`config.mk`:
```
export PLATFORM = sky130hd
export DESIGN_NAME = iuup_frame_crc_engine
export DESIGN_NICKNAME = d
export VERILOG_FILES = /design/src/rtl/core/iuup_crc_pkg.sv /design/src/rtl/core/iuup_frame_crc_engine.sv
export VERILOG_INCLUDE_DIRS = /design/src /design/src/rtl/core
export SDC_FILE = /design/constraint.sdc
export NUM_CORES = 1
export LEC_CHECK = 0
export ABC_AREA = 1
export ABC_CLOCK_PERIOD_IN_PS = 3450
export BUFFER_PORTS_ARGS = -buffer_cell sky130_fd_sc_hd__buf_2
export CAP_MARGIN = 10
export CORE_MARGIN = 5
export CORE_UTILIZATION = 59
export DETAILED_ROUTE_END_ITERATION = 8
export MAX_ROUTING_LAYER = met4
export PLACE_DENSITY = 0.8
export SETUP_SLACK_MARGIN = 0.2
export SYNTH_ARGS = -nofsm -noshare
export SYNTH_HDL_FRONTEND = slang
export SYNTH_SLANG_ARGS = --single-unit
```
`constraint.sdc`:
```
create_clock -name clk -period 3.45 [get_ports clk]
set_clock_uncertainty 0.15 [all_clocks]
set_input_delay 0.5175 -clock clk [delete_from_list [all_inputs] [get_ports clk]]
set_output_delay 0.5175 -clock clk [all_outputs]
set_load 0.05 [all_outputs]
```
`src/rtl/core/iuup_frame_crc_engine_macros.svh`:
```
// ----------------------------------------------------------------------------
// IuUP frame CRC engine assertion macros
// Shared concurrent assertion forms, clocked on clk and held off during reset.
// ----------------------------------------------------------------------------
`ifndef IUUP_FRAME_CRC_ENGINE_MACROS_SVH
`define IUUP_FRAME_CRC_ENGINE_MACROS_SVH

// The consequent must hold in the same cycle as the antecedent.
`define IUUP_ASSERT_SAME(lbl, ante, cons) \
    lbl: assert property (@(posedge clk) disable iff (!rst_n) (ante) |-> (cons)) \
        else $error("iuup_frame_crc_engine: same-cycle check failed");

// The consequent must hold in the cycle after the antecedent.
`define IUUP_ASSERT_NEXT(lbl, ante, cons) \
    lbl: assert property (@(posedge clk) disable iff (!rst_n) (ante) |=> (cons)) \
        else $error("iuup_frame_crc_engine: next-cycle check failed");

`endif

```
`src/rtl/core/iuup_crc_pkg.sv`:
```
// ----------------------------------------------------------------------------
// IuUP CRC package
// Constants, status codes and byte-wide CRC update functions.
// ----------------------------------------------------------------------------
package iuup_crc_pkg;

    localparam int unsigned MAX_PAYLOAD_BYTES = 1024;

    localparam int CNT_W   = 11;
    localparam int CMP_W   = 17;
    localparam int HCRC_W  = 6;
    localparam int PCRC_W  = 10;

    localparam logic [CNT_W-1:0]  COUNT_MAX  = 11'd2047;
    localparam logic [CNT_W-1:0]  PAY_OFFSET = 11'd4;
    localparam logic [HCRC_W-1:0] HDR_POLY   = 6'd47;
    localparam logic [PCRC_W-1:0] PAY_POLY   = 10'd563;

    localparam logic [3:0] TYPE_DATA_0  = 4'd0;
    localparam logic [3:0] TYPE_ONE     = 4'd1;
    localparam logic [3:0] TYPE_DATA_14 = 4'd14;

    typedef logic [2:0] pay_status_t;

    localparam pay_status_t PAY_OK         = 3'd0;
    localparam pay_status_t PAY_TYPE_ONE   = 3'd1;
    localparam pay_status_t PAY_UNKNOWN    = 3'd2;
    localparam pay_status_t PAY_TOO_SHORT  = 3'd3;
    localparam pay_status_t PAY_TOO_LONG   = 3'd4;

    localparam logic HDR_OK    = 1'b0;
    localparam logic HDR_SHORT = 1'b1;

    // MSB-first CRC-6 over one byte.
    function automatic logic [HCRC_W-1:0] crc6_byte(input logic [HCRC_W-1:0] crc_in,
                                                    input logic [7:0] data);
        logic [HCRC_W-1:0] crc;
        crc = crc_in;
        for (int k = 7; k >= 0; k--)
        begin
            if (crc[HCRC_W-1] ^ data[k])
                crc = {crc[HCRC_W-2:0], 1'b0} ^ HDR_POLY;
            else
                crc = {crc[HCRC_W-2:0], 1'b0};
        end
        return crc;
    endfunction

    // MSB-first CRC-10 over one byte.
    function automatic logic [PCRC_W-1:0] crc10_byte(input logic [PCRC_W-1:0] crc_in,
                                                     input logic [7:0] data);
        logic [PCRC_W-1:0] crc;
        crc = crc_in;
        for (int k = 7; k >= 0; k--)
        begin
            if (crc[PCRC_W-1] ^ data[k])
                crc = {crc[PCRC_W-2:0], 1'b0} ^ PAY_POLY;
            else
                crc = {crc[PCRC_W-2:0], 1'b0};
        end
        return crc;
    endfunction

    function automatic logic has_payload_crc(input logic [3:0] ftype);
        return (ftype == TYPE_DATA_0) || (ftype == TYPE_DATA_14);
    endfunction

endpackage

```
`src/rtl/core/iuup_frame_crc_engine.sv`:
```
// ----------------------------------------------------------------------------
// IuUP frame CRC engine
// Takes an IuUP frame one byte per cycle, MSB first, with a mark on the last
// byte, and returns the header CRC-6 over bytes 0 and 1 and the payload
// CRC-10 over the bytes from offset 4 (frame types 0 and 14), together with
// a header status and a payload status. One result word is produced for
// each frame, at its last byte. The block accepts one byte every cycle;
// a byte passes through an input register and then the per-byte CRC update,
// and a frame's last byte then loads the result register behind the outputs.
// Input stalls only when a last byte is waiting and the result register
// still holds an untaken result. Payloads longer than MAX_PAYLOAD_BYTES
// (package constant) report the too-long status.
// ----------------------------------------------------------------------------
`include "iuup_frame_crc_engine_macros.svh"

module iuup_frame_crc_engine
    import iuup_crc_pkg::*;
(
    input  logic              clk,
    input  logic              rst_n,

    input  logic              frame_valid,
    output logic              frame_stall,
    input  logic [7:0]        data_byte,
    input  logic              last_byte,

    output logic              result_valid,
    input  logic              result_stall,
    output logic [HCRC_W-1:0] header_crc,
    output logic [PCRC_W-1:0] payload_crc,
    output logic              header_status,
    output logic [2:0]        payload_status
);

    logic              in_valid_reg;
    logic [7:0]        in_data_reg;
    logic              in_last_reg;

    logic [CNT_W-1:0]  byte_count_reg,        byte_count_next;
    logic [3:0]        frame_type_reg,        frame_type_next;
    logic [HCRC_W-1:0] header_remainder_reg,  header_remainder_next;
    logic [PCRC_W-1:0] payload_remainder_reg, payload_remainder_next;
    logic              overflow_flag_reg,     overflow_flag_next;

    logic              result_valid_reg,      result_valid_next;
    logic [HCRC_W-1:0] header_crc_reg,        header_crc_next;
    logic [PCRC_W-1:0] payload_crc_reg,       payload_crc_next;
    logic              header_status_reg,     header_status_next;
    pay_status_t       payload_status_reg,    payload_status_next;

    logic              out_free;
    logic              proc_fire;
    logic              in_load;
    logic [3:0]        cur_type;
    logic              in_payload;
    logic              ovf_set;
    logic              ovf_now;
    logic [CNT_W-1:0]  pay_pos;

    // A byte with no result never waits on the output side.
    assign out_free    = !result_valid_reg || !result_stall;
    assign proc_fire   = in_valid_reg && (!in_last_reg || out_free);
    assign in_load     = frame_valid && !frame_stall;
    assign frame_stall = in_valid_reg && !proc_fire;

    always_comb
    begin
        cur_type   = (byte_count_reg == '0) ? in_data_reg[7:4] : frame_type_reg;
        in_payload = (byte_count_reg >= PAY_OFFSET);
        pay_pos    = byte_count_reg - PAY_OFFSET;
        ovf_set    = in_payload &&
                     ((byte_count_reg == COUNT_MAX) ||
                      ({{(CMP_W-CNT_W){1'b0}}, pay_pos} >= CMP_W'(MAX_PAYLOAD_BYTES)));
        ovf_now    = overflow_flag_reg || ovf_set;

        frame_type_next        = cur_type;
        header_remainder_next  = header_remainder_reg;
        payload_remainder_next = payload_remainder_reg;
        overflow_flag_next     = ovf_now;
        byte_count_next        = (byte_count_reg != COUNT_MAX) ?
                                 byte_count_reg + 1'b1 : byte_count_reg;

        if (byte_count_reg < CNT_W'(2))
            header_remainder_next = crc6_byte(header_remainder_reg, in_data_reg);
        if (in_payload && !ovf_now && has_payload_crc(cur_type))
            payload_remainder_next = crc10_byte(payload_remainder_reg, in_data_reg);

        // The frame total is byte_count plus one, so the length checks use
        // the count before this byte.
        if (byte_count_reg == '0)
        begin
            header_status_next = HDR_SHORT;
            header_crc_next    = '0;
        end
        else
        begin
            header_status_next = HDR_OK;
            header_crc_next    = header_remainder_next;
        end

        payload_crc_next = '0;
        if (cur_type == TYPE_ONE)
            payload_status_next = PAY_TYPE_ONE;
        else if (!has_payload_crc(cur_type))
            payload_status_next = PAY_UNKNOWN;
        else if (byte_count_reg < CNT_W'(3))
            payload_status_next = PAY_TOO_SHORT;
        else if (ovf_now)
            payload_status_next = PAY_TOO_LONG;
        else
        begin
            payload_status_next = PAY_OK;
            payload_crc_next    = payload_remainder_next;
        end

        if (in_last_reg)
        begin
            byte_count_next        = '0;
            frame_type_next        = '0;
            header_remainder_next  = '0;
            payload_remainder_next = '0;
            overflow_flag_next     = 1'b0;
        end

        if (proc_fire && in_last_reg)
            result_valid_next = 1'b1;
        else
            result_valid_next = result_valid_reg && result_stall;
    end

    always_ff @(posedge clk or negedge rst_n)
    begin
        if (!rst_n)
        begin
            in_valid_reg          <= 1'b0;
            in_last_reg           <= 1'b0;
            byte_count_reg        <= '0;
            frame_type_reg        <= '0;
            header_remainder_reg  <= '0;
            payload_remainder_reg <= '0;
            overflow_flag_reg     <= 1'b0;
            result_valid_reg      <= 1'b0;
        end
        else
        begin
            if (in_load)
            begin
                in_valid_reg <= 1'b1;
                in_last_reg  <= last_byte;
            end
            else if (proc_fire)
            begin
                in_valid_reg <= 1'b0;
            end
            if (proc_fire)
            begin
                byte_count_reg        <= byte_count_next;
                frame_type_reg        <= frame_type_next;
                header_remainder_reg  <= header_remainder_next;
                payload_remainder_reg <= payload_remainder_next;
                overflow_flag_reg     <= overflow_flag_next;
            end
            result_valid_reg <= result_valid_next;
        end
    end

    always_ff @(posedge clk)
    begin
        if (in_load)
            in_data_reg <= data_byte;
        if (proc_fire && in_last_reg)
        begin
            header_crc_reg     <= header_crc_next;
            payload_crc_reg    <= payload_crc_next;
            header_status_reg  <= header_status_next;
            payload_status_reg <= payload_status_next;
        end
    end

    assign result_valid   = result_valid_reg;
    assign header_crc     = header_crc_reg;
    assign payload_crc    = payload_crc_reg;
    assign header_status  = header_status_reg;
    assign payload_status = payload_status_reg;

    `IUUP_ASSERT_NEXT(a_state_cleared, proc_fire && in_last_reg, byte_count_reg == '0 && !overflow_flag_reg)
    `IUUP_ASSERT_SAME(a_stall_cause, frame_stall, in_last_reg && result_valid_reg && result_stall)
    `IUUP_ASSERT_SAME(a_pay_crc_zero, result_valid && payload_status != PAY_OK, payload_crc == '0)
    `IUUP_ASSERT_SAME(a_hdr_crc_zero, result_valid && header_status == HDR_SHORT, header_crc == '0)
    `IUUP_ASSERT_SAME(a_pay_status_range, result_valid, payload_status <= PAY_TOO_LONG)

endmodule

```
== Word level (Yosys, flattened, before mapping) ==
Index checks and enable logic that the tools add are counted.
Word-level totals
  bits in registers: 63
  bits of input ports: 13
  output and inout port bits: 22
Operators by class
  reductions and logical operators: 26
  add/subtract/negate cells: 2
  bitwise logic cells: 33
  magnitude comparators: 4
  eq/ne operators: 4
  mux-type cells: 46
Operators by type and width (count)
  10-bit two-way mux: 17
  6-bit two-way mux: 17
  5-bit inverter: 16
  11-bit by 2-bit < comparator with 1-bit output (second input constant): 2
  11-bit two-way mux: 2
  1-bit XOR: 16
  11-bit by 1-bit adder with 11-bit output (second input constant): 1
  11-bit equality test (second input constant): 1
  11-bit >= comparator (second input constant): 1
  11-bit by 3-bit >= comparator with 1-bit output (second input constant): 1
  11-bit logical NOT: 1
  11-bit inequality test (second input constant): 1
  11-bit by 3-bit subtractor with 11-bit output (second input constant): 1
  1-bit logical AND: 8
  4-bit two-way mux: 2
  1-bit logical NOT: 6
  1-bit logical OR: 5
  1-bit two-way mux: 5
  4-bit by 1-bit equality test with 1-bit output (second input constant): 1
  4-bit equality test (second input constant): 1
  4-bit logical NOT: 1
  2-bit two-way mux: 2
  2-bit nonzero test: 2
  4-bit OR reduction: 1
  other kinds (4): 4

== Longest topological paths before layout ==
  word-level depth: 31
  gate-level depth with buffers: 20
  mapped depth without buffers: 20

== Least setup slack after synthesis ==
No wires, ideal clock.
  path type: register to register
  start point: register byte_count_reg[0]
  end point: register payload_crc_reg[9] (netlist: payload_crc[9]) (data pin)
  arrival time: 1.979 ns
  stages on the path, launching flop included: 13
  setup slack: 1.064 ns
  buffers on the path: 1
  period minus slack after synthesis: 2.386 ns
  required time: 3.043 ns
  path through: dfrtp_1 -> inv_1 -> ha_1 -> inv_1 -> nor3_1 -> nand3_1 -> o21ai_1 -> nand4_2 -> a21boi_4 -> buf_6 -> nand3_1 -> nand2_1 -> nor2_1
On the way
  word-level cells in the longest chain between the ends: 9
  elaborated cells between the ends (all ways): 20
  classes of those cells: add/sub (1); order compare (3); eq/ne (3); mux (2); bitwise (1); reduce/logical (10)
Ends and longest elaborated chain
  start, declared: line iuup_frame_crc_engine.sv:39  | logic [CNT_W-1:0] byte_count_reg, byte_count_next;
  start signal, assigned: line iuup_frame_crc_engine.sv:157  | byte_count_reg <= byte_count_next;
  11-bit by 3-bit subtractor with 11-bit output: line iuup_frame_crc_engine.sv:70  | pay_pos = byte_count_reg - PAY_OFFSET;
  11-bit >= comparator: line iuup_frame_crc_engine.sv:73  | ({{(CMP_W-CNT_W){1'b0}}, pay_pos} >= CMP_W'(MAX_PAYLOAD_BYTES)));
  1-bit logical OR: line iuup_frame_crc_engine.sv:72  | ((byte_count_reg == COUNT_MAX) ||
  1-bit logical AND: line iuup_frame_crc_engine.sv:71  | ovf_set = in_payload &&
  1-bit logical OR: line iuup_frame_crc_engine.sv:74  | ovf_now = overflow_flag_reg || ovf_set;
  1-bit logical NOT: line iuup_frame_crc_engine.sv:85  | if (in_payload && !ovf_now && has_payload_crc(cur_type))
  1-bit logical AND (2 in series): line iuup_frame_crc_engine.sv:85
  10-bit two-way mux: line iuup_frame_crc_engine.sv:85
  end signal, assigned: line iuup_frame_crc_engine.sv:174  | payload_crc_reg <= payload_crc_next;
  end, declared: line iuup_frame_crc_engine.sv:47  | logic [PCRC_W-1:0] payload_crc_reg, payload_crc_next;
Parallel ways exist; a longest one is shown, timed or not.
A chain may end at the register's enable or synchronous reset.

== Worst setup path in the final report ==
  start point: register byte_count_reg[0]
  end point: register payload_crc_reg[6] (netlist: payload_crc[6]) (data pin)
The elaborated chain is that of the path after synthesis.

==> metrics.md <==
| Metric | Value |
|---|---|
| Port bufs | 34 |
| Critical Path Start Type | flop |
| Fin nets | 453 |
| Row count | 27 |
| DIE HEIGHT | 85.7 um |
| Syn. warnings | 0 |
| Post-CTS resize count | 0 |
| CP required | 3.39 ns |
| Global-route wire length before repair | 12.6 mm |
| Power per cell area | 758 mW/mm^2 |
| Sequential fraction of the synthesis area | 0.508 |
| Min Clock Period, post-route | 2.80 ns |
| Design Area, Final | 0.00379 mm^2 |
| CP Buf/Inv Count | 2 |
| Clock Sinks | 63 |
| Top delay family on crit path | compound AO/OA/AOI/OAI gates |
| Leak Pwr | 1.75 nW |
| Most numerous cell in the Yosys netlist | nand2_1 |
| Post-placement cell area | 0.00364 mm^2 |
| Die X | 85.7 um |
| Cts hold-fix bufs | 0 |
| Routed wire per std cell | 14.4 um |
| Initial antenna violation count | 0 |
| Remaining Overflow, GRT | 0 |
| Status | finished, final reports clean |
| Worst path cell trace | inv_1, ha_1, inv_1, nor3_1, nand3_1, o21ai_1, nand4_2, a21boi_4, o21ai_0, o21ai_1, nor2_1 |
| Largest net degree at the start of global routing | 36 |
| Fmax | 357 MHz |
| Clock Pin Slew Worst Setup and Hold Paths | 0.06 ns |
| H-tree lvl count | 3 |
| Drt via density | 5.24 |
| #FFs+latches synth | 63 |
| Yosys top cell by area | dfrtp_1 |
| Slew margin rel. | 0.339 |
| Ys async rst share | 0.556 |
| WL final | 7.42 mm |
| Root Driver | clkbuf_8 |
| Ys flop type | dfrtp_1 |
| Post-synth top area share | 0.259 |
| Maxcap violations | 0 |
| Placed cell count | 499 |
| Critical path's largest stage delay | 0.41 ns |
| RSZ-0062 raised after global routing | false |
| Drc violations | 0 |
| Total die area | 0.00735 mm^2 |
| Netlist area before placement | 0.00338 mm^2 |
| Syn-to-layout area delta | 12.1% |
| CTS tree | built |
| Routability cong. | 0.894 |
| Worst-Skew Late Latency | 0.35 ns |
| DR pass1 iterations | 4 |
| Share of layout cells above drive strength 1 | 0.158 |
| Antenna viol nets, final | 0 |
| Top Ports | 35 |
| Initial core utilization | 0.610 |
| Post-DP HPWL | 5.37 mm |
| Number of synthesized flops with an enable pin | 28 |
| Crit end category | flop |
| Core Util, Final | 0.684 |
| Setup TNS | 0 ns |
| Worst vdd ir | 0.633 mV |
| Antenna cell count | 0 |
| Synth Net Count | 409 |
| Final hold viol count | 0 |
| Pre-CTS setup slack | 0.697 ns |
| Power after layout | 2.87 mW |
| CP max FO | 15 |
| Distinct cell type count after synthesis | 35 |
| Initial drt markers | 228 |
| Max reg flops | 11 |
| Worst min-delay path category | primary input to asynchronous set/reset pin |
| Core area | 0.00554 mm^2 |
| Top cells by count, synth | nand2_1, inv_1, dfrtp_1 |
| Finished Layout Cells | 515 |
| Total CTS buffers | 9 |
| WS Path Type | flop to flop |
| Clock Tree Buf Depth | 2 |
| Hold slack | 0.109 ns |
| Arrival @ worst endpoint | 2.75 ns |
| Vias in the first global route | 2678 |
| Post-CTS setup buffer count | 0 |
| Final setup vio count | 0 |
| Via count | 2701 |
| Final Cycle Share | 0.812 |
| Cells after Synth | 394 |
| Syn avg cell area | 8.58 um^2 |
| Measured slew at the worst slew-check pin | 0.990 ns |
| GRT Resource Usage Total | 0.231 |
| Slew Viols, Final | 0 |
| Final Worst Setup Slack | 0.648 ns |
| Synth area leaders | dfrtp_1, edfxtp_1, nand2_1 |
| Critical-path top delay cell | dfrtp_1 |
worst reg2reg max path, cell delays in order, from the launching register on:
cell and delay, ns:
dfrtp_1 0.41, inv_1 0.12, ha_1 0.16, inv_1 0.10, nor3_1 0.20, nand3_1 0.17
o21ai_1 0.32, nand4_2 0.18, a21boi_4 0.39, o21ai_0 0.16, o21ai_1 0.15, nor2_1 0.06
logic make-up (layout without fill, tap and decap cells):
family	after synthesis	count (layout)	share of synthesized area
AND/OR/NAND/NOR	188	188	0.240
multiplexers	2	2	0.00629
adder cells (fa/ha/maj)	2	2	0.00740
flip-flops	63	63	0.508
buffers and inverters	52	101	0.0599
XOR/XNOR	32	32	0.0851
AO/OA/AOI/OAI	55	55	0.0936
final cells by class:
type | count | area, um^2
Inverter | 49 | 184
Fill cell | 446 | 1750
Multi-Input combinational cell | 279 | 1460
Timing Repair Buffer | 36 | 185
Sequential cell | 63 | 1720
Clock inverter | 2 | 8.76
Clock buffer | 14 | 143
Tap cell | 72 | 90.1
layout by cell type, fill, tap and decap left out, types with 5 or more instances in the layout:
master	n
a21oi_1	10
buf_2	34
clkbuf_1	5
clkbuf_8	9
dfrtp_1	35
edfxtp_1	28
inv_1	43
inv_2	5
nand2_1	118
nand2_2	5
nand3_1	17
nor2_1	31
nor3_1	5
o21ai_0	25
o21ai_1	11
xnor2_1	16
xor2_1	15
power breakdown:
group          internal [mW]  switching, mW
combinational          0.421          0.909
sequential             0.935         0.0823
clock                  0.258          0.269
final timing paths:
kind / start / end / slack (ns) / cells after the start
worst min-delay path: rst_n / in_last_reg / 0.11 / 1
max in group asynchronous: rst_n / payload_remainder_reg[4] / 2.52 / 1
worst max-delay path: byte_count_reg[0] / payload_crc[6] / 0.65 / 11
worst min register to register: frame_type_reg[0] / frame_type_reg[0] / 0.35 / 2
min in group clk: data_byte[6] / in_data_reg[6] / 0.19 / 1
worst max register to register: byte_count_reg[0] / payload_crc[6] / 0.65 / 11
per-layer routing:
layer  vias up  track usage  wire length, um
li1       1360            -                -
met1      1259        0.293             3300
met2        66        0.357             3500
met3        16       0.0538              467
met4         0       0.0950              155
met5         -            -                0
(Power assumes the default switching activity.)
